==> config.mk <==
export PLATFORM = sky130hd
export DESIGN_NAME = gamepad_to_velocity_limiter_unit
export DESIGN_NICKNAME = d
export VERILOG_FILES = /design/src/hdl/gvl_pkg.sv /design/src/hdl/gamepad_to_velocity_limiter_unit.sv /design/src/hdl/gvl_lane.sv /design/src/hdl/gvl_datapath.sv /design/src/hdl/gvl_ctrl.sv
export SDC_FILE = /design/constraint.sdc
export NUM_CORES = 2
export LEC_CHECK = 0
export BUFFER_PORTS_ARGS = -buffer_cell sky130_fd_sc_hd__buf_2
export CAP_MARGIN = 20
export CORE_UTILIZATION = 55
export CTS_CLUSTER_DIAMETER = 30
export DETAILED_ROUTE_END_ITERATION = 7
export PLACE_DENSITY = 0.84
export SLEW_MARGIN = 10
export SYNTH_ARGS = -nofsm -noshare
export SYNTH_HDL_FRONTEND = slang
export SYNTH_HIERARCHICAL = 1
export SYNTH_SLANG_ARGS = --single-unit
==> constraint.sdc <==
create_clock -name aclk -period 7.7 [get_ports aclk]
set_input_delay 0.77 -clock aclk [delete_from_list [all_inputs] [get_ports aclk]]
set_output_delay 0.77 -clock aclk [all_outputs]
set_load 0.02 [all_outputs]
==> src/hdl/gvl_pkg.sv <==
// Shared types and constants for the gamepad to velocity limiter.
package gvl_pkg;

    // Component and arithmetic widths
    localparam int COMP_W   = 17;   // signed vector component before limiting
    localparam int MAG_W    = 16;   // magnitude of one component
    localparam int OUT_W    = 16;   // result component
    localparam int MAX_W    = 15;   // configured maximum magnitude
    localparam int AXIS_W   = 16;   // gamepad axis
    localparam int ACC_W    = 32;   // product and sum of squares
    localparam int ROOT_W   = 16;   // floor square root
    localparam int SREM_W   = 17;   // square root partial remainder
    localparam int QUO_W    = 15;   // quotient of the scaling divide
    localparam int NCOMP    = 3;
    localparam int NBTN     = 4;
    localparam int CNT_W    = 4;

    localparam int SQRT_STEPS = 16;
    localparam int DIV_STEPS  = 15;
    localparam int SQ_LAST    = 4;  // three multiplies, three accumulates, then root setup

    // Configuration port
    localparam int CFG_IDX_W  = 2;
    localparam int CFG_DATA_W = 16;

    localparam logic [CFG_IDX_W-1:0] REG_MAX_LINEAR   = 2'd0;
    localparam logic [CFG_IDX_W-1:0] REG_MAX_ANGULAR  = 2'd1;
    localparam logic [CFG_IDX_W-1:0] REG_RT_REST      = 2'd2;
    localparam logic [CFG_IDX_W-1:0] REG_LT_REST      = 2'd3;

    localparam logic [MAX_W-1:0]  MAX_LINEAR_RST  = 15'd4096;
    localparam logic [MAX_W-1:0]  MAX_ANGULAR_RST = 15'd8192;
    localparam logic [AXIS_W-1:0] TRIGGER_REST_RST = 16'd16384;

    // Roll from the bumpers, one unit in Q1.14
    localparam logic [COMP_W-1:0] ROLL_POS = 17'd16384;
    localparam logic [COMP_W-1:0] ROLL_NEG = 17'h1C000;

    // Button bit positions
    localparam int BTN_A = 0;
    localparam int BTN_B = 1;
    localparam int BTN_X = 2;
    localparam int BTN_Y = 3;

    typedef struct packed {
        logic             load;
        logic             mul_en;
        logic             sq_mode;
        logic             acc_en;
        logic [1:0]       sel;
        logic             sqrt_init;
        logic             sqrt_step;
        logic             div_init;
        logic             div_step;
        logic             store;
        logic             publish;
    } gvl_cmd_t;

    typedef struct packed {
        logic can_publish;
    } gvl_status_t;

endpackage

==> src/hdl/gamepad_to_velocity_limiter_unit.sv <==
// Gamepad to velocity limiter top level: sequencer plus datapath.
// Each accepted gamepad sample yields exactly one result. A new sample is taken
// only once that result has gone into the output register, so one sample at a time.
// The two vector lanes run side by side: each does three squarings on a shared
// multiplier, a 16-step floor square root, and for each of its three components a
// multiply and a 15-step restoring divide, every step regardless of whether scaling
// applies. The result sits in an output register, so the next sample is taken while
// it waits; a finished sample waits until that register is free.
// Configuration writes take effect at the clock edge of the write.
module gamepad_to_velocity_limiter_unit (
    input  logic                                aclk,
    input  logic                                aresetn,

    input  logic                                cfg_wr_en,
    input  logic [gvl_pkg::CFG_IDX_W-1:0]       cfg_index,
    input  logic [gvl_pkg::CFG_DATA_W-1:0]      cfg_data,

    input  logic                                s_valid,
    output logic                                s_ready,
    input  logic signed [gvl_pkg::AXIS_W-1:0]   s_right_stick_x,
    input  logic signed [gvl_pkg::AXIS_W-1:0]   s_right_stick_y,
    input  logic signed [gvl_pkg::AXIS_W-1:0]   s_left_stick_x,
    input  logic signed [gvl_pkg::AXIS_W-1:0]   s_left_stick_y,
    input  logic signed [gvl_pkg::AXIS_W-1:0]   s_right_trigger,
    input  logic signed [gvl_pkg::AXIS_W-1:0]   s_left_trigger,
    input  logic                                s_right_bumper,
    input  logic                                s_left_bumper,
    input  logic                                s_button_a,
    input  logic                                s_button_b,
    input  logic                                s_button_x,
    input  logic                                s_button_y,

    output logic                                m_valid,
    input  logic                                m_ready,
    output logic signed [gvl_pkg::OUT_W-1:0]    m_lin_x,
    output logic signed [gvl_pkg::OUT_W-1:0]    m_lin_y,
    output logic signed [gvl_pkg::OUT_W-1:0]    m_lin_z,
    output logic signed [gvl_pkg::OUT_W-1:0]    m_ang_x,
    output logic signed [gvl_pkg::OUT_W-1:0]    m_ang_y,
    output logic signed [gvl_pkg::OUT_W-1:0]    m_ang_z,
    output logic                                m_gripper_open,
    output logic                                m_gripper_request,
    output logic                                m_select_gripper_tcp,
    output logic                                m_select_wrist_link,
    output logic                                m_select_camera_tcp
);

    gvl_pkg::gvl_cmd_t    cmd;
    gvl_pkg::gvl_status_t status;

    gvl_ctrl u_ctrl (
        .aclk    (aclk),
        .aresetn (aresetn),
        .s_valid (s_valid),
        .s_ready (s_ready),
        .status  (status),
        .cmd     (cmd)
    );

    gvl_datapath u_dp (
        .aclk                 (aclk),
        .aresetn              (aresetn),
        .cmd                  (cmd),
        .status               (status),
        .cfg_wr_en            (cfg_wr_en),
        .cfg_index            (cfg_index),
        .cfg_data             (cfg_data),
        .s_right_stick_x      (s_right_stick_x),
        .s_right_stick_y      (s_right_stick_y),
        .s_left_stick_x       (s_left_stick_x),
        .s_left_stick_y       (s_left_stick_y),
        .s_right_trigger      (s_right_trigger),
        .s_left_trigger       (s_left_trigger),
        .s_right_bumper       (s_right_bumper),
        .s_left_bumper        (s_left_bumper),
        .s_button_a           (s_button_a),
        .s_button_b           (s_button_b),
        .s_button_x           (s_button_x),
        .s_button_y           (s_button_y),
        .m_valid              (m_valid),
        .m_ready              (m_ready),
        .m_lin_x              (m_lin_x),
        .m_lin_y              (m_lin_y),
        .m_lin_z              (m_lin_z),
        .m_ang_x              (m_ang_x),
        .m_ang_y              (m_ang_y),
        .m_ang_z              (m_ang_z),
        .m_gripper_open       (m_gripper_open),
        .m_gripper_request    (m_gripper_request),
        .m_select_gripper_tcp (m_select_gripper_tcp),
        .m_select_wrist_link  (m_select_wrist_link),
        .m_select_camera_tcp  (m_select_camera_tcp)
    );

endmodule

==> src/hdl/gvl_lane.sv <==
// One velocity vector: sum of squares, floor square root and per-component scaling divide.
module gvl_lane (
    input  logic                               aclk,
    input  logic                               aresetn,
    input  gvl_pkg::gvl_cmd_t                  cmd,
    input  logic signed [gvl_pkg::COMP_W-1:0]  comp_in [gvl_pkg::NCOMP],
    input  logic [gvl_pkg::MAX_W-1:0]          max_mag,
    output logic [gvl_pkg::OUT_W-1:0]          res     [gvl_pkg::NCOMP]
);

    logic [gvl_pkg::MAG_W-1:0]  mag_reg  [gvl_pkg::NCOMP];
    logic                       neg_reg  [gvl_pkg::NCOMP];
    logic [gvl_pkg::OUT_W-1:0]  orig_reg [gvl_pkg::NCOMP];
    logic [gvl_pkg::OUT_W-1:0]  res_reg  [gvl_pkg::NCOMP];
    logic [gvl_pkg::MAG_W-1:0]  mag_next [gvl_pkg::NCOMP];
    logic [gvl_pkg::COMP_W-1:0] abs_val  [gvl_pkg::NCOMP];

    logic [gvl_pkg::ACC_W-1:0]  prod_reg, prod_next;
    logic [gvl_pkg::ACC_W-1:0]  acc_reg, acc_next;
    logic [gvl_pkg::ACC_W-1:0]  rad_reg, rad_next;
    logic [gvl_pkg::SREM_W-1:0] srem_reg, srem_next;
    logic [gvl_pkg::ROOT_W-1:0] root_reg, root_next;
    logic [gvl_pkg::ROOT_W-1:0] drem_reg, drem_next;
    logic [gvl_pkg::QUO_W-1:0]  dq_reg, dq_next;

    logic [gvl_pkg::MAG_W-1:0]  sel_mag;
    logic                       sel_neg;
    logic [gvl_pkg::OUT_W-1:0]  sel_orig;
    logic [gvl_pkg::MAG_W-1:0]  mul_b;

    logic [gvl_pkg::SREM_W+1:0] s_rem_t, s_trial, s_diff;
    logic                       s_ge;
    logic [gvl_pkg::ROOT_W:0]   d_t, d_div, d_diff;
    logic                       d_ge;
    logic                       scale;
    logic [gvl_pkg::OUT_W-1:0]  q_val, store_val;

    always_comb begin
        for (int i = 0; i < gvl_pkg::NCOMP; i++) begin
            abs_val[i]  = comp_in[i][gvl_pkg::COMP_W-1] ?
                          (gvl_pkg::COMP_W'(0) - comp_in[i]) : comp_in[i];
            mag_next[i] = abs_val[i][gvl_pkg::MAG_W-1:0];
        end
    end

    always_comb begin
        unique case (cmd.sel)
            2'd1: begin
                sel_mag  = mag_reg[1];
                sel_neg  = neg_reg[1];
                sel_orig = orig_reg[1];
            end
            2'd2: begin
                sel_mag  = mag_reg[2];
                sel_neg  = neg_reg[2];
                sel_orig = orig_reg[2];
            end
            default: begin
                sel_mag  = mag_reg[0];
                sel_neg  = neg_reg[0];
                sel_orig = orig_reg[0];
            end
        endcase
    end

    // Shared multiplier: square for the norm, times max for scaling
    assign mul_b     = cmd.sq_mode ? sel_mag : {1'b0, max_mag};
    assign prod_next = gvl_pkg::ACC_W'(sel_mag) * gvl_pkg::ACC_W'(mul_b);
    assign acc_next  = acc_reg + prod_reg;

    // Restoring square root, two radicand bits per step
    assign s_rem_t   = {srem_reg, rad_reg[gvl_pkg::ACC_W-1 -: 2]};
    assign s_trial   = {1'b0, root_reg, 2'b01};
    assign s_diff    = s_rem_t - s_trial;
    assign s_ge      = s_rem_t >= s_trial;
    assign srem_next = s_ge ? s_diff[gvl_pkg::SREM_W-1:0] : s_rem_t[gvl_pkg::SREM_W-1:0];
    assign root_next = {root_reg[gvl_pkg::ROOT_W-2:0], s_ge};
    assign rad_next  = {rad_reg[gvl_pkg::ACC_W-3:0], 2'b00};

    // Restoring divide by the root; quotient is known to fit QUO_W bits when scaling
    assign d_div     = {1'b0, root_reg};
    assign d_t       = {drem_reg, dq_reg[gvl_pkg::QUO_W-1]};
    assign d_diff    = d_t - d_div;
    assign d_ge      = d_t >= d_div;
    assign drem_next = d_ge ? d_diff[gvl_pkg::ROOT_W-1:0] : d_t[gvl_pkg::ROOT_W-1:0];
    assign dq_next   = {dq_reg[gvl_pkg::QUO_W-2:0], d_ge};

    assign scale     = root_reg > {1'b0, max_mag};
    assign q_val     = {1'b0, dq_reg};
    assign store_val = !scale ? sel_orig :
                       (sel_neg ? (gvl_pkg::OUT_W'(0) - q_val) : q_val);

    always_ff @(posedge aclk) begin
        if (cmd.load) begin
            for (int i = 0; i < gvl_pkg::NCOMP; i++) begin
                mag_reg[i]  <= mag_next[i];
                neg_reg[i]  <= comp_in[i][gvl_pkg::COMP_W-1];
                orig_reg[i] <= comp_in[i][gvl_pkg::OUT_W-1:0];
            end
        end
        if (cmd.mul_en) begin
            prod_reg <= prod_next;
        end
        if (cmd.load) begin
            acc_reg <= '0;
        end else if (cmd.acc_en) begin
            acc_reg <= acc_next;
        end
        if (cmd.sqrt_init) begin
            rad_reg  <= acc_reg;
            srem_reg <= '0;
            root_reg <= '0;
        end else if (cmd.sqrt_step) begin
            rad_reg  <= rad_next;
            srem_reg <= srem_next;
            root_reg <= root_next;
        end
        if (cmd.div_init) begin
            drem_reg <= prod_reg[gvl_pkg::ACC_W-2:gvl_pkg::QUO_W];
            dq_reg   <= prod_reg[gvl_pkg::QUO_W-1:0];
        end else if (cmd.div_step) begin
            drem_reg <= drem_next;
            dq_reg   <= dq_next;
        end
        for (int i = 0; i < gvl_pkg::NCOMP; i++) begin
            if (cmd.store && cmd.sel == 2'(i)) begin
                res_reg[i] <= store_val;
            end
        end
    end

    assign res = res_reg;

    // Partial remainder must start below the divisor or the quotient overflows
    a_div_start: assert property (@(posedge aclk) disable iff (!aresetn)
        (cmd.div_init && scale) |-> (prod_reg[gvl_pkg::ACC_W-2:gvl_pkg::QUO_W] < root_reg))
        else $error("scaling divide starts with remainder not below root");

    a_q_bound: assert property (@(posedge aclk) disable iff (!aresetn)
        (cmd.store && scale) |-> (dq_reg <= max_mag))
        else $error("scaled component exceeds configured maximum");

endmodule

==> src/hdl/gvl_datapath.sv <==
// Datapath: config registers, input mapping, button edges, two vector lanes, output register.
module gvl_datapath (
    input  logic                                aclk,
    input  logic                                aresetn,
    input  gvl_pkg::gvl_cmd_t                   cmd,
    output gvl_pkg::gvl_status_t                status,

    input  logic                                cfg_wr_en,
    input  logic [gvl_pkg::CFG_IDX_W-1:0]       cfg_index,
    input  logic [gvl_pkg::CFG_DATA_W-1:0]      cfg_data,

    input  logic signed [gvl_pkg::AXIS_W-1:0]   s_right_stick_x,
    input  logic signed [gvl_pkg::AXIS_W-1:0]   s_right_stick_y,
    input  logic signed [gvl_pkg::AXIS_W-1:0]   s_left_stick_x,
    input  logic signed [gvl_pkg::AXIS_W-1:0]   s_left_stick_y,
    input  logic signed [gvl_pkg::AXIS_W-1:0]   s_right_trigger,
    input  logic signed [gvl_pkg::AXIS_W-1:0]   s_left_trigger,
    input  logic                                s_right_bumper,
    input  logic                                s_left_bumper,
    input  logic                                s_button_a,
    input  logic                                s_button_b,
    input  logic                                s_button_x,
    input  logic                                s_button_y,

    output logic                                m_valid,
    input  logic                                m_ready,
    output logic signed [gvl_pkg::OUT_W-1:0]    m_lin_x,
    output logic signed [gvl_pkg::OUT_W-1:0]    m_lin_y,
    output logic signed [gvl_pkg::OUT_W-1:0]    m_lin_z,
    output logic signed [gvl_pkg::OUT_W-1:0]    m_ang_x,
    output logic signed [gvl_pkg::OUT_W-1:0]    m_ang_y,
    output logic signed [gvl_pkg::OUT_W-1:0]    m_ang_z,
    output logic                                m_gripper_open,
    output logic                                m_gripper_request,
    output logic                                m_select_gripper_tcp,
    output logic                                m_select_wrist_link,
    output logic                                m_select_camera_tcp
);

    logic [gvl_pkg::MAX_W-1:0]  max_lin_reg, max_ang_reg;
    logic [gvl_pkg::AXIS_W-1:0] rt_rest_reg, lt_rest_reg;

    logic [gvl_pkg::NBTN-1:0]   prev_btn_reg, btn_next, rise_next, rise_reg;
    logic                       grip_flag_reg, grip_flag_next;

    logic [gvl_pkg::AXIS_W:0]   d_lt, d_rt;
    logic [gvl_pkg::AXIS_W+1:0] d_sum, d_adj, d_half;
    logic [gvl_pkg::OUT_W-1:0]  lin_x_sat;

    logic signed [gvl_pkg::COMP_W-1:0] lin_comp [gvl_pkg::NCOMP];
    logic signed [gvl_pkg::COMP_W-1:0] ang_comp [gvl_pkg::NCOMP];
    logic [gvl_pkg::OUT_W-1:0]         lin_res  [gvl_pkg::NCOMP];
    logic [gvl_pkg::OUT_W-1:0]         ang_res  [gvl_pkg::NCOMP];

    logic                       m_valid_reg, m_valid_next;
    logic [gvl_pkg::OUT_W-1:0]  m_lin_reg [gvl_pkg::NCOMP];
    logic [gvl_pkg::OUT_W-1:0]  m_ang_reg [gvl_pkg::NCOMP];
    logic                       m_grip_reg;
    logic [gvl_pkg::NBTN-1:0]   m_rise_reg;

    always_ff @(posedge aclk) begin
        if (!aresetn) begin
            max_lin_reg <= gvl_pkg::MAX_LINEAR_RST;
            max_ang_reg <= gvl_pkg::MAX_ANGULAR_RST;
            rt_rest_reg <= gvl_pkg::TRIGGER_REST_RST;
            lt_rest_reg <= gvl_pkg::TRIGGER_REST_RST;
        end else if (cfg_wr_en) begin
            unique case (cfg_index)
                gvl_pkg::REG_MAX_LINEAR:  max_lin_reg <= cfg_data[gvl_pkg::MAX_W-1:0];
                gvl_pkg::REG_MAX_ANGULAR: max_ang_reg <= cfg_data[gvl_pkg::MAX_W-1:0];
                gvl_pkg::REG_RT_REST:     rt_rest_reg <= cfg_data;
                gvl_pkg::REG_LT_REST:     lt_rest_reg <= cfg_data;
            endcase
        end
    end

    // Forward speed from the triggers: halve toward zero, then saturate
    assign d_lt   = {s_left_trigger[gvl_pkg::AXIS_W-1], s_left_trigger}
                  - {lt_rest_reg[gvl_pkg::AXIS_W-1], lt_rest_reg};
    assign d_rt   = {s_right_trigger[gvl_pkg::AXIS_W-1], s_right_trigger}
                  - {rt_rest_reg[gvl_pkg::AXIS_W-1], rt_rest_reg};
    assign d_sum  = {d_lt[gvl_pkg::AXIS_W], d_lt} - {d_rt[gvl_pkg::AXIS_W], d_rt};
    assign d_adj  = d_sum + (gvl_pkg::AXIS_W+2)'(d_sum[gvl_pkg::AXIS_W+1]);
    assign d_half = {d_adj[gvl_pkg::AXIS_W+1], d_adj[gvl_pkg::AXIS_W+1:1]};

    always_comb begin
        if (d_half[gvl_pkg::AXIS_W+1:gvl_pkg::OUT_W-1] == '0
            || d_half[gvl_pkg::AXIS_W+1:gvl_pkg::OUT_W-1] == '1) begin
            lin_x_sat = d_half[gvl_pkg::OUT_W-1:0];
        end else if (d_half[gvl_pkg::AXIS_W+1]) begin
            lin_x_sat = {1'b1, {(gvl_pkg::OUT_W-1){1'b0}}};
        end else begin
            lin_x_sat = {1'b0, {(gvl_pkg::OUT_W-1){1'b1}}};
        end
    end

    always_comb begin
        lin_comp[0] = {lin_x_sat[gvl_pkg::OUT_W-1], lin_x_sat};
        lin_comp[1] = gvl_pkg::COMP_W'(0)
                    - {s_right_stick_x[gvl_pkg::AXIS_W-1], s_right_stick_x};
        lin_comp[2] = {s_right_stick_y[gvl_pkg::AXIS_W-1], s_right_stick_y};
        ang_comp[0] = {s_left_stick_x[gvl_pkg::AXIS_W-1], s_left_stick_x};
        ang_comp[1] = {s_left_stick_y[gvl_pkg::AXIS_W-1], s_left_stick_y};
        if (s_right_bumper && !s_left_bumper) begin
            ang_comp[2] = gvl_pkg::ROLL_POS;
        end else if (s_left_bumper && !s_right_bumper) begin
            ang_comp[2] = gvl_pkg::ROLL_NEG;
        end else begin
            ang_comp[2] = '0;
        end
    end

    assign btn_next       = {s_button_y, s_button_x, s_button_b, s_button_a};
    assign rise_next      = btn_next & ~prev_btn_reg;
    assign grip_flag_next = grip_flag_reg ^ rise_next[gvl_pkg::BTN_A];

    always_ff @(posedge aclk) begin
        if (!aresetn) begin
            prev_btn_reg  <= '0;
            grip_flag_reg <= 1'b0;
        end else if (cmd.load) begin
            prev_btn_reg  <= btn_next;
            grip_flag_reg <= grip_flag_next;
        end
    end

    always_ff @(posedge aclk) begin
        if (cmd.load) begin
            rise_reg <= rise_next;
        end
    end

    gvl_lane u_lin (
        .aclk    (aclk),
        .aresetn (aresetn),
        .cmd     (cmd),
        .comp_in (lin_comp),
        .max_mag (max_lin_reg),
        .res     (lin_res)
    );

    gvl_lane u_ang (
        .aclk    (aclk),
        .aresetn (aresetn),
        .cmd     (cmd),
        .comp_in (ang_comp),
        .max_mag (max_ang_reg),
        .res     (ang_res)
    );

    // Output register: the next sample can be worked on while this one waits
    always_comb begin
        m_valid_next = m_valid_reg;
        if (cmd.publish) begin
            m_valid_next = 1'b1;
        end else if (m_ready) begin
            m_valid_next = 1'b0;
        end
    end

    always_ff @(posedge aclk) begin
        if (!aresetn) begin
            m_valid_reg <= 1'b0;
        end else begin
            m_valid_reg <= m_valid_next;
        end
    end

    always_ff @(posedge aclk) begin
        if (cmd.publish) begin
            m_lin_reg  <= lin_res;
            m_ang_reg  <= ang_res;
            m_grip_reg <= grip_flag_reg;
            m_rise_reg <= rise_reg;
        end
    end

    assign status.can_publish = !m_valid_reg || m_ready;

    assign m_valid              = m_valid_reg;
    assign m_lin_x              = m_lin_reg[0];
    assign m_lin_y              = m_lin_reg[1];
    assign m_lin_z              = m_lin_reg[2];
    assign m_ang_x              = m_ang_reg[0];
    assign m_ang_y              = m_ang_reg[1];
    assign m_ang_z              = m_ang_reg[2];
    assign m_gripper_open       = m_grip_reg;
    assign m_gripper_request    = m_rise_reg[gvl_pkg::BTN_A];
    assign m_select_gripper_tcp = m_rise_reg[gvl_pkg::BTN_B];
    assign m_select_wrist_link  = m_rise_reg[gvl_pkg::BTN_X];
    assign m_select_camera_tcp  = m_rise_reg[gvl_pkg::BTN_Y];

    a_no_overwrite: assert property (@(posedge aclk) disable iff (!aresetn)
        cmd.publish |-> (!m_valid_reg || m_ready))
        else $error("result overwritten before it was taken");

endmodule

==> src/hdl/gvl_ctrl.sv <==
// Sequencer for one sample: norm, square root, three scaling divides, publish.
module gvl_ctrl (
    input  logic                 aclk,
    input  logic                 aresetn,
    input  logic                 s_valid,
    output logic                 s_ready,
    input  gvl_pkg::gvl_status_t status,
    output gvl_pkg::gvl_cmd_t    cmd
);

    localparam logic [2:0] ST_IDLE   = 3'd0;
    localparam logic [2:0] ST_SQ     = 3'd1;
    localparam logic [2:0] ST_SQRT   = 3'd2;
    localparam logic [2:0] ST_MUL    = 3'd3;
    localparam logic [2:0] ST_DINIT  = 3'd4;
    localparam logic [2:0] ST_DIV    = 3'd5;
    localparam logic [2:0] ST_STORE  = 3'd6;
    localparam logic [2:0] ST_FINISH = 3'd7;

    localparam logic [gvl_pkg::CNT_W-1:0] SQ_END   = gvl_pkg::CNT_W'(gvl_pkg::SQ_LAST);
    localparam logic [gvl_pkg::CNT_W-1:0] SQ_MULS  = gvl_pkg::CNT_W'(gvl_pkg::NCOMP);
    localparam logic [gvl_pkg::CNT_W-1:0] SQRT_END = gvl_pkg::CNT_W'(gvl_pkg::SQRT_STEPS - 1);
    localparam logic [gvl_pkg::CNT_W-1:0] DIV_END  = gvl_pkg::CNT_W'(gvl_pkg::DIV_STEPS - 1);
    localparam logic [1:0]                K_LAST   = 2'(gvl_pkg::NCOMP - 1);

    logic [2:0]                state_reg, state_next;
    logic [gvl_pkg::CNT_W-1:0] cnt_reg, cnt_next;
    logic [1:0]                k_reg, k_next;

    always_comb begin
        state_next = state_reg;
        cnt_next   = cnt_reg;
        k_next     = k_reg;
        cmd        = '0;
        s_ready    = 1'b0;
        unique case (state_reg)
            ST_IDLE: begin
                s_ready = 1'b1;
                if (s_valid) begin
                    cmd.load   = 1'b1;
                    cnt_next   = '0;
                    state_next = ST_SQ;
                end
            end
            ST_SQ: begin
                // multiply at counts 0..2, accumulate each product in the cycle after it
                cmd.sq_mode   = 1'b1;
                cmd.mul_en    = cnt_reg < SQ_MULS;
                cmd.sel       = (cnt_reg < SQ_MULS) ? cnt_reg[1:0] : 2'd0;
                cmd.acc_en    = (cnt_reg != '0) && (cnt_reg < SQ_END);
                cmd.sqrt_init = cnt_reg == SQ_END;
                if (cnt_reg == SQ_END) begin
                    cnt_next   = '0;
                    state_next = ST_SQRT;
                end else begin
                    cnt_next = cnt_reg + 1'b1;
                end
            end
            ST_SQRT: begin
                cmd.sqrt_step = 1'b1;
                if (cnt_reg == SQRT_END) begin
                    k_next     = '0;
                    state_next = ST_MUL;
                end else begin
                    cnt_next = cnt_reg + 1'b1;
                end
            end
            ST_MUL: begin
                cmd.mul_en = 1'b1;
                cmd.sel    = k_reg;
                state_next = ST_DINIT;
            end
            ST_DINIT: begin
                cmd.div_init = 1'b1;
                cnt_next     = '0;
                state_next   = ST_DIV;
            end
            ST_DIV: begin
                cmd.div_step = 1'b1;
                if (cnt_reg == DIV_END) begin
                    state_next = ST_STORE;
                end else begin
                    cnt_next = cnt_reg + 1'b1;
                end
            end
            ST_STORE: begin
                cmd.store = 1'b1;
                cmd.sel   = k_reg;
                if (k_reg == K_LAST) begin
                    state_next = ST_FINISH;
                end else begin
                    k_next     = k_reg + 1'b1;
                    state_next = ST_MUL;
                end
            end
            ST_FINISH: begin
                if (status.can_publish) begin
                    cmd.publish = 1'b1;
                    state_next  = ST_IDLE;
                end
            end
        endcase
    end

    always_ff @(posedge aclk) begin
        if (!aresetn) begin
            state_reg <= ST_IDLE;
            cnt_reg   <= '0;
            k_reg     <= '0;
        end else begin
            state_reg <= state_next;
            cnt_reg   <= cnt_next;
            k_reg     <= k_next;
        end
    end

    a_load_starts: assert property (@(posedge aclk) disable iff (!aresetn)
        cmd.load |=> (state_reg == ST_SQ && cnt_reg == '0))
        else $error("accepted transaction did not start the norm");

    a_div_count: assert property (@(posedge aclk) disable iff (!aresetn)
        (state_reg == ST_DIV) |-> (cnt_reg <= DIV_END && k_reg <= K_LAST))
        else $error("divide counter or component index out of range");

    a_last_store: assert property (@(posedge aclk) disable iff (!aresetn)
        (state_reg == ST_STORE && k_reg == K_LAST) |=> (state_reg == ST_FINISH))
        else $error("last component stored without finishing");

endmodule
# --- Word-level counts from Yosys, hierarchy flattened ---
# Memories as Yosys holds them, arrays and structs flattened.
# Cells that the tools add are included.
word_totals:
  elab_cells: 204
  ff_bits: 598
  output_inout_bits: 103
  mem_bits_rw: 198
  memories: 6
  input_bits: 125
classes:
  add_sub_neg: 21
  eq_ne: 25
  muxes: 71
  magnitude_cmp: 8
  bitwise: 3
  n_mul: 2
  reduce_logical: 29
memory_table:
  columns: ["memory", "depth", "word_bits", "read_ports", "rd_ports_with_merged_regs", "write_ports", "line_no", "text"]
  rows:
  - ["u_dp.u_ang.mag_reg", 3, 16, 3, 0, 3, "gvl_lane.sv:11", "logic [gvl_pkg::MAG_W-1:0] mag_reg [gvl_pkg::NCOMP];"]
  - ["u_dp.u_ang.orig_reg", 3, 16, 3, 0, 3, "gvl_lane.sv:13", "logic [gvl_pkg::OUT_W-1:0] orig_reg [gvl_pkg::NCOMP];"]
  - ["u_dp.u_lin.mag_reg", 3, 16, 3, 0, 3, "gvl_lane.sv:11", null]
  - ["u_dp.u_lin.orig_reg", 3, 16, 3, 0, 3, "gvl_lane.sv:13", null]
  - ["u_dp.u_ang.neg_reg", 3, 1, 3, 0, 3, "gvl_lane.sv:12", "logic neg_reg [gvl_pkg::NCOMP];"]
  - ["u_dp.u_lin.neg_reg", 3, 1, 3, 0, 3, "gvl_lane.sv:12", null]
ops:
  columns: ["operator", "count"]
  rows:
  - ["$mux W16", 20]
  - ["$mux W32", 4]
  - ["$pmux W16 S2", 4]
  - ["$sub A1 B16 Y16 const A", 6]
  - ["$mux W17", 4]
  - ["$add A32 B32 Y32", 2]
  - ["$mul A16 B16 Y32", 2]
  - ["$mux W15", 4]
  - ["$ge A19 B18 Y1", 2]
  - ["$ge A17 B16 Y1", 2]
  - ["$sub A16 B16 Y17", 2]
  - ["$sub A17 B17 Y17", 2]
  - ["$gt A16 B15 Y1", 2]
  - ["$sub A1 B15 Y16 const A", 2]
  - ["$sub A16 B16 Y16", 2]
  - ["$pmux W3 S8", 1]
  - ["$pmux W4 S5", 1]
  - ["$add A18 B1 Y18", 1]
  - ["$mux W3", 6]
  - ["$sub A17 B17 Y18", 1]
  - ["$sub A1 B16 Y17 const A", 1]
  - ["$mux W4", 4]
  - ["$eq A3 B3 Y1 const B", 5]
  - ["$mux W1", 14]
  - ["31 further kinds", 65]

# --- Longest topological paths before layout ---
depth:
  word_depth: 8
  mapped_depth: 38
  depth_no_buf: 33

# --- Cells and area by module ---
# The synthesis kept the hierarchy.
modules_own_cells:
  columns: ["module", "n_inst", "seq_area_each_um2", "cells_per_inst", "area_each_um2"]
  rows:
  - ["gvl_lane at u_dp.u_ang", 1, 8478.1, 2479, 24737.5]
  - ["gvl_lane at u_dp.u_lin", 1, 8478.1, 2435, 24285.8]
  - ["gvl_datapath", 1, 4514.3, 795, 8674.6]
  - ["gvl_ctrl", 1, 180.2, 94, 714.4]

# --- Worst setup path after synthesis ---
# OpenSTA, ideal clock, no wires.
synth_path:
  kind: "reg-to-reg"
  start: "reg u_ctrl.state_reg[0]"
  end: "reg u_dp/u_lin/prod_reg[31] (netlist name) (data pin)"
  t_arrival_ns: 8.165
  path_slack_ns: -0.725
  setup_ns: 0.260
  path_buffers: 5
  required_time_ns: 7.440
  path_stages_with_launch: 35
  period_less_slack_ns: 8.425
  path_cell_list: "dfxtp_1 -> clkbuf_1 -> clkbuf_1 -> xnor2_1 -> nor2_1 -> a22o_1 -> inv_1 -> ha_1 -> clkbuf_1 -> clkbuf_1 -> nor2_1 -> a21oi_1 -> nand2_1 -> o21ai_0 -> clkbuf_1 -> nand2_1 -> fa_1 -> fa_1 -> fa_1 -> inv_1 -> fa_1 -> fa_1 -> inv_1 -> fa_1 -> inv_1 -> ha_1 -> a21o_1 -> a21oi_1 -> a21boi_0 -> a2111oi_1 -> o31a_1 -> nand2b_1 -> a311o_1 -> o21ai_1 -> xnor2_1"
synth_rtl:
  columns: ["item", "line_no", "text"]
  rows:
  - ["start, declared", "gvl_ctrl.sv:26", "logic [2:0] state_reg, state_next;"]
  - ["start signal, assigned", "gvl_ctrl.sv:111", "state_reg <= state_next;"]
  - ["end signal, assigned", "gvl_lane.sv:102", "prod_reg <= prod_next;"]
  - ["end, declared", "gvl_lane.sv:18", "logic [gvl_pkg::ACC_W-1:0] prod_reg, prod_next;"]

==> impl_metrics.json <==
{
  "outcome": "complete, but fails checks",
  "failed_checks": "design-rule violations, negative setup slack",
  "ios": 228,
  "cp_common_cell": "fa_1",
  "syn-cell-area_mm2": 0.0584,
  "numCtsBuffers": 153,
  "vias": 49564,
  "ys_ff_latch": 790,
  "dp.cells": 7688,
  "gp_congestion": 1.00,
  "crit_path_top_delay_cell": "fa_1",
  "clock_skew_ns": 0.0396,
  "fillers": 6907,
  "slew_headroom_pct": 23.8,
  "fp.dieH_um": 328,
  "slowest_delay_ns": 0.55,
  "crit_fanout": 7,
  "crit_type": "reg2reg",
  "drtIter0Drc": 5817,
  "cts_hold_buf": 0,
  "timing.final.crit_share_pct": 103,
  "cts_max_level": 4,
  "finalHoldViolCount": 0,
  "drv_cap": 0,
  "fin_crit_ns": 7.96,
  "grt_pass1_wl_mm": 267,
  "hpwl_mm": 125,
  "hp-class": "in2reg",
  "ant_nets": 0,
  "async_flop_share_pct": 0,
  "dieWidth_um": 328,
  "dr.pass1.iters": 8,
  "tns_ns": -2.36,
  "cts_buffer_depth": 3,
  "wirelength_mm": 184,
  "gr-total-overflow": 0,
  "portBuffers": 227,
  "via_per_inst": 6.15,
  "yosysWarningCount": 6,
  "setup_viol": 16,
  "synth_cell_types": 110,
  "rows": 119,
  "fin_cells": 8065,
  "area_growth_pct": 23.0,
  "fp.coreArea_mm2": 0.105,
  "dieArea_mm2": 0.108,
  "fin_util_pct": 68.3,
  "rsz0062_at_grt": "true",
  "cp.required_ns": 8.18,
  "arrival_ns": 8.44,
  "tightest_slew_ns": 1.14,
  "syn_inst": 5803,
  "nNetsFinal": 7494,
  "synth_edf_count": 583,
  "wl_per_cell_um": 22.9,
  "clk_latency_ns": 0.77,
  "ys_seq_area_share_pct": 37.1,
  "cts_tree": "yes",
  "avgSynthCellArea_um2": 10.1,
  "drive_gt1_share_pct": 22.0,
  "end_kind": "flop",
  "drc": 71,
  "track_usage_pct": 32.0,
  "drv_slew": 0,
  "first_global_vias": 48576,
  "cts_sinks": 790,
  "path_clk_slew_ns": 0.06,
  "start_util_pct": 55.5,
  "grt_max_degree": 134,
  "antenna_found_initial": 5,
  "startpoint_type": "flop",
  "ctsRootBufferMaster": "clkbuf_16",
  "worst_slack_ns": -0.256,
  "yosys_most_used_dff": "edfxtp_1",
  "max_freq_ghz": 0.126
}
Yosys cell counts (all sizes together), types with 72 or more instances:
cell type | count | area, µm²
a21boi | 72 | 541
a21o | 130 | 978
a21oi | 261 | 1330
clkbuf | 169 | 644
dfxtp | 207 | 4140
edfxtp | 583 | 17500
fa | 425 | 8510
ha | 407 | 5090
inv | 689 | 2590
mux2 | 96 | 1080
mux2i | 149 | 1490
nand2 | 699 | 2620
nor2 | 523 | 1970
o21ai | 216 | 1120
xnor2 | 195 | 1710
xor2 | 84 | 736
path summary, 6_finish.rpt:
| check | start | to | slack (ns) | cells after the start |
|---|---|---|---|---|
| setup / recovery | u_ctrl/cnt_reg[0] | u_dp/u_ang/prod_reg[26] | -0.26 | 34 |
| hold / removal | s_left_stick_x[0] | u_dp/u_ang/mag_reg[0][0] | 0.22 | 1 |
| setup reg to reg | u_ctrl/cnt_reg[0] | u_dp/u_ang/prod_reg[26] | -0.26 | 34 |
| hold reg to reg | u_dp/u_ang/res[39] | u_dp/m_ang_x[7] | 0.40 | 0 |
layout by cell type (no fill, tap or decap), types with 33 or more instances in the layout:
cell type,count
buf_6,54
o21ai_0,168
o21a_1,45
nand2b_1,45
a21o_1,126
fa_1,402
o31ai_1,37
dfxtp_1,202
nand3_1,64
conb_1,60
a211oi_1,49
inv_2,37
and3_1,33
buf_2,228
mux2_2,95
nor2_1,480
mux2i_1,138
nand2_1,672
nor2b_1,40
xnor2_1,194
inv_1,646
clkbuf_16,159
a21oi_1,208
a22oi_1,43
xor2_1,84
nor3_1,62
edfxtp_1,583
ha_1,375
a21boi_0,70
buf_4,421
layout make-up:
type / count / area, µm² / share of cell area [%]
well taps: 1391 / 1740 / 2.42
repair buffers: 725 / 5350 / 7.45
clock buffers: 183 / 4120 / 5.73
flip-flops and latches: 790 / 21700 / 30.1
inverters: 692 / 2610 / 3.64
multi-input cells: 4175 / 35200 / 49.0
diodes: 5 / 12.5 / 0.0174
clock inverters: 104 / 1170 / 1.63
kinds of logic after synthesis:
logic type      synth area share [%]
compound gates                  12.6
xor+xnor                        4.18
fa+ha+maj                       23.3
buf+inv                         5.90
flops                           37.1
mux                             4.41
other cells                  0.00642
simple gates                    12.6
per-stage QoR:
stage | setup slack [ns] | hold slack [ns] | cell area (µm²)
4_1_cts | 0.00168 | 0.192 | 69900
3_3_place_gp | -0.351 | 0.400 | 64100
5_1_grt | -0.403 | 0.201 | 71800
3_5_place_dp | -0.557 | 0.405 | 64100
2_1_floorplan | -0.00564 | 0.400 | 58900
6_report | -0.256 | 0.220 | 71800
per-layer routing:
layer  part of all wire [%]  global-route usage (%)  wire length, µm  vias up
met5                 0.0060                       0               11        -
met4                    8.0                    21.2            14700        2
met3                     11                    6.99            19900      965
met2                     47                    53.2            87200     3419
met1                     34                    37.4            62600    23780
li1                       -                       -                -    21398
what timing repair did:
item | in CTS | in global routing
cloned | 4 | 4
pin swaps | 21 | 185
endpoints found under the hold margin | 0 | 0
setup endpoints to repair | 30 | 31
buffers inserted | 11 | 76
gates resized for setup | 112 | 323
critical path, delay by kind of cell, from the launching register on:
kind                       cells  cell delay [ns]
and+or+nand+nor                5             0.57
AOI/OAI and AO/OA              7             1.40
adders and majority gates      9             3.69
muxes                          1             0.22
buffers and inverters         11             1.31
xor gates and xnor gates       1             0.12
DFF                            1             0.34
Power is left out: the tool's default activity adds up to more than one toggle a clock period on the data nets, which glitch-free logic cannot reach.
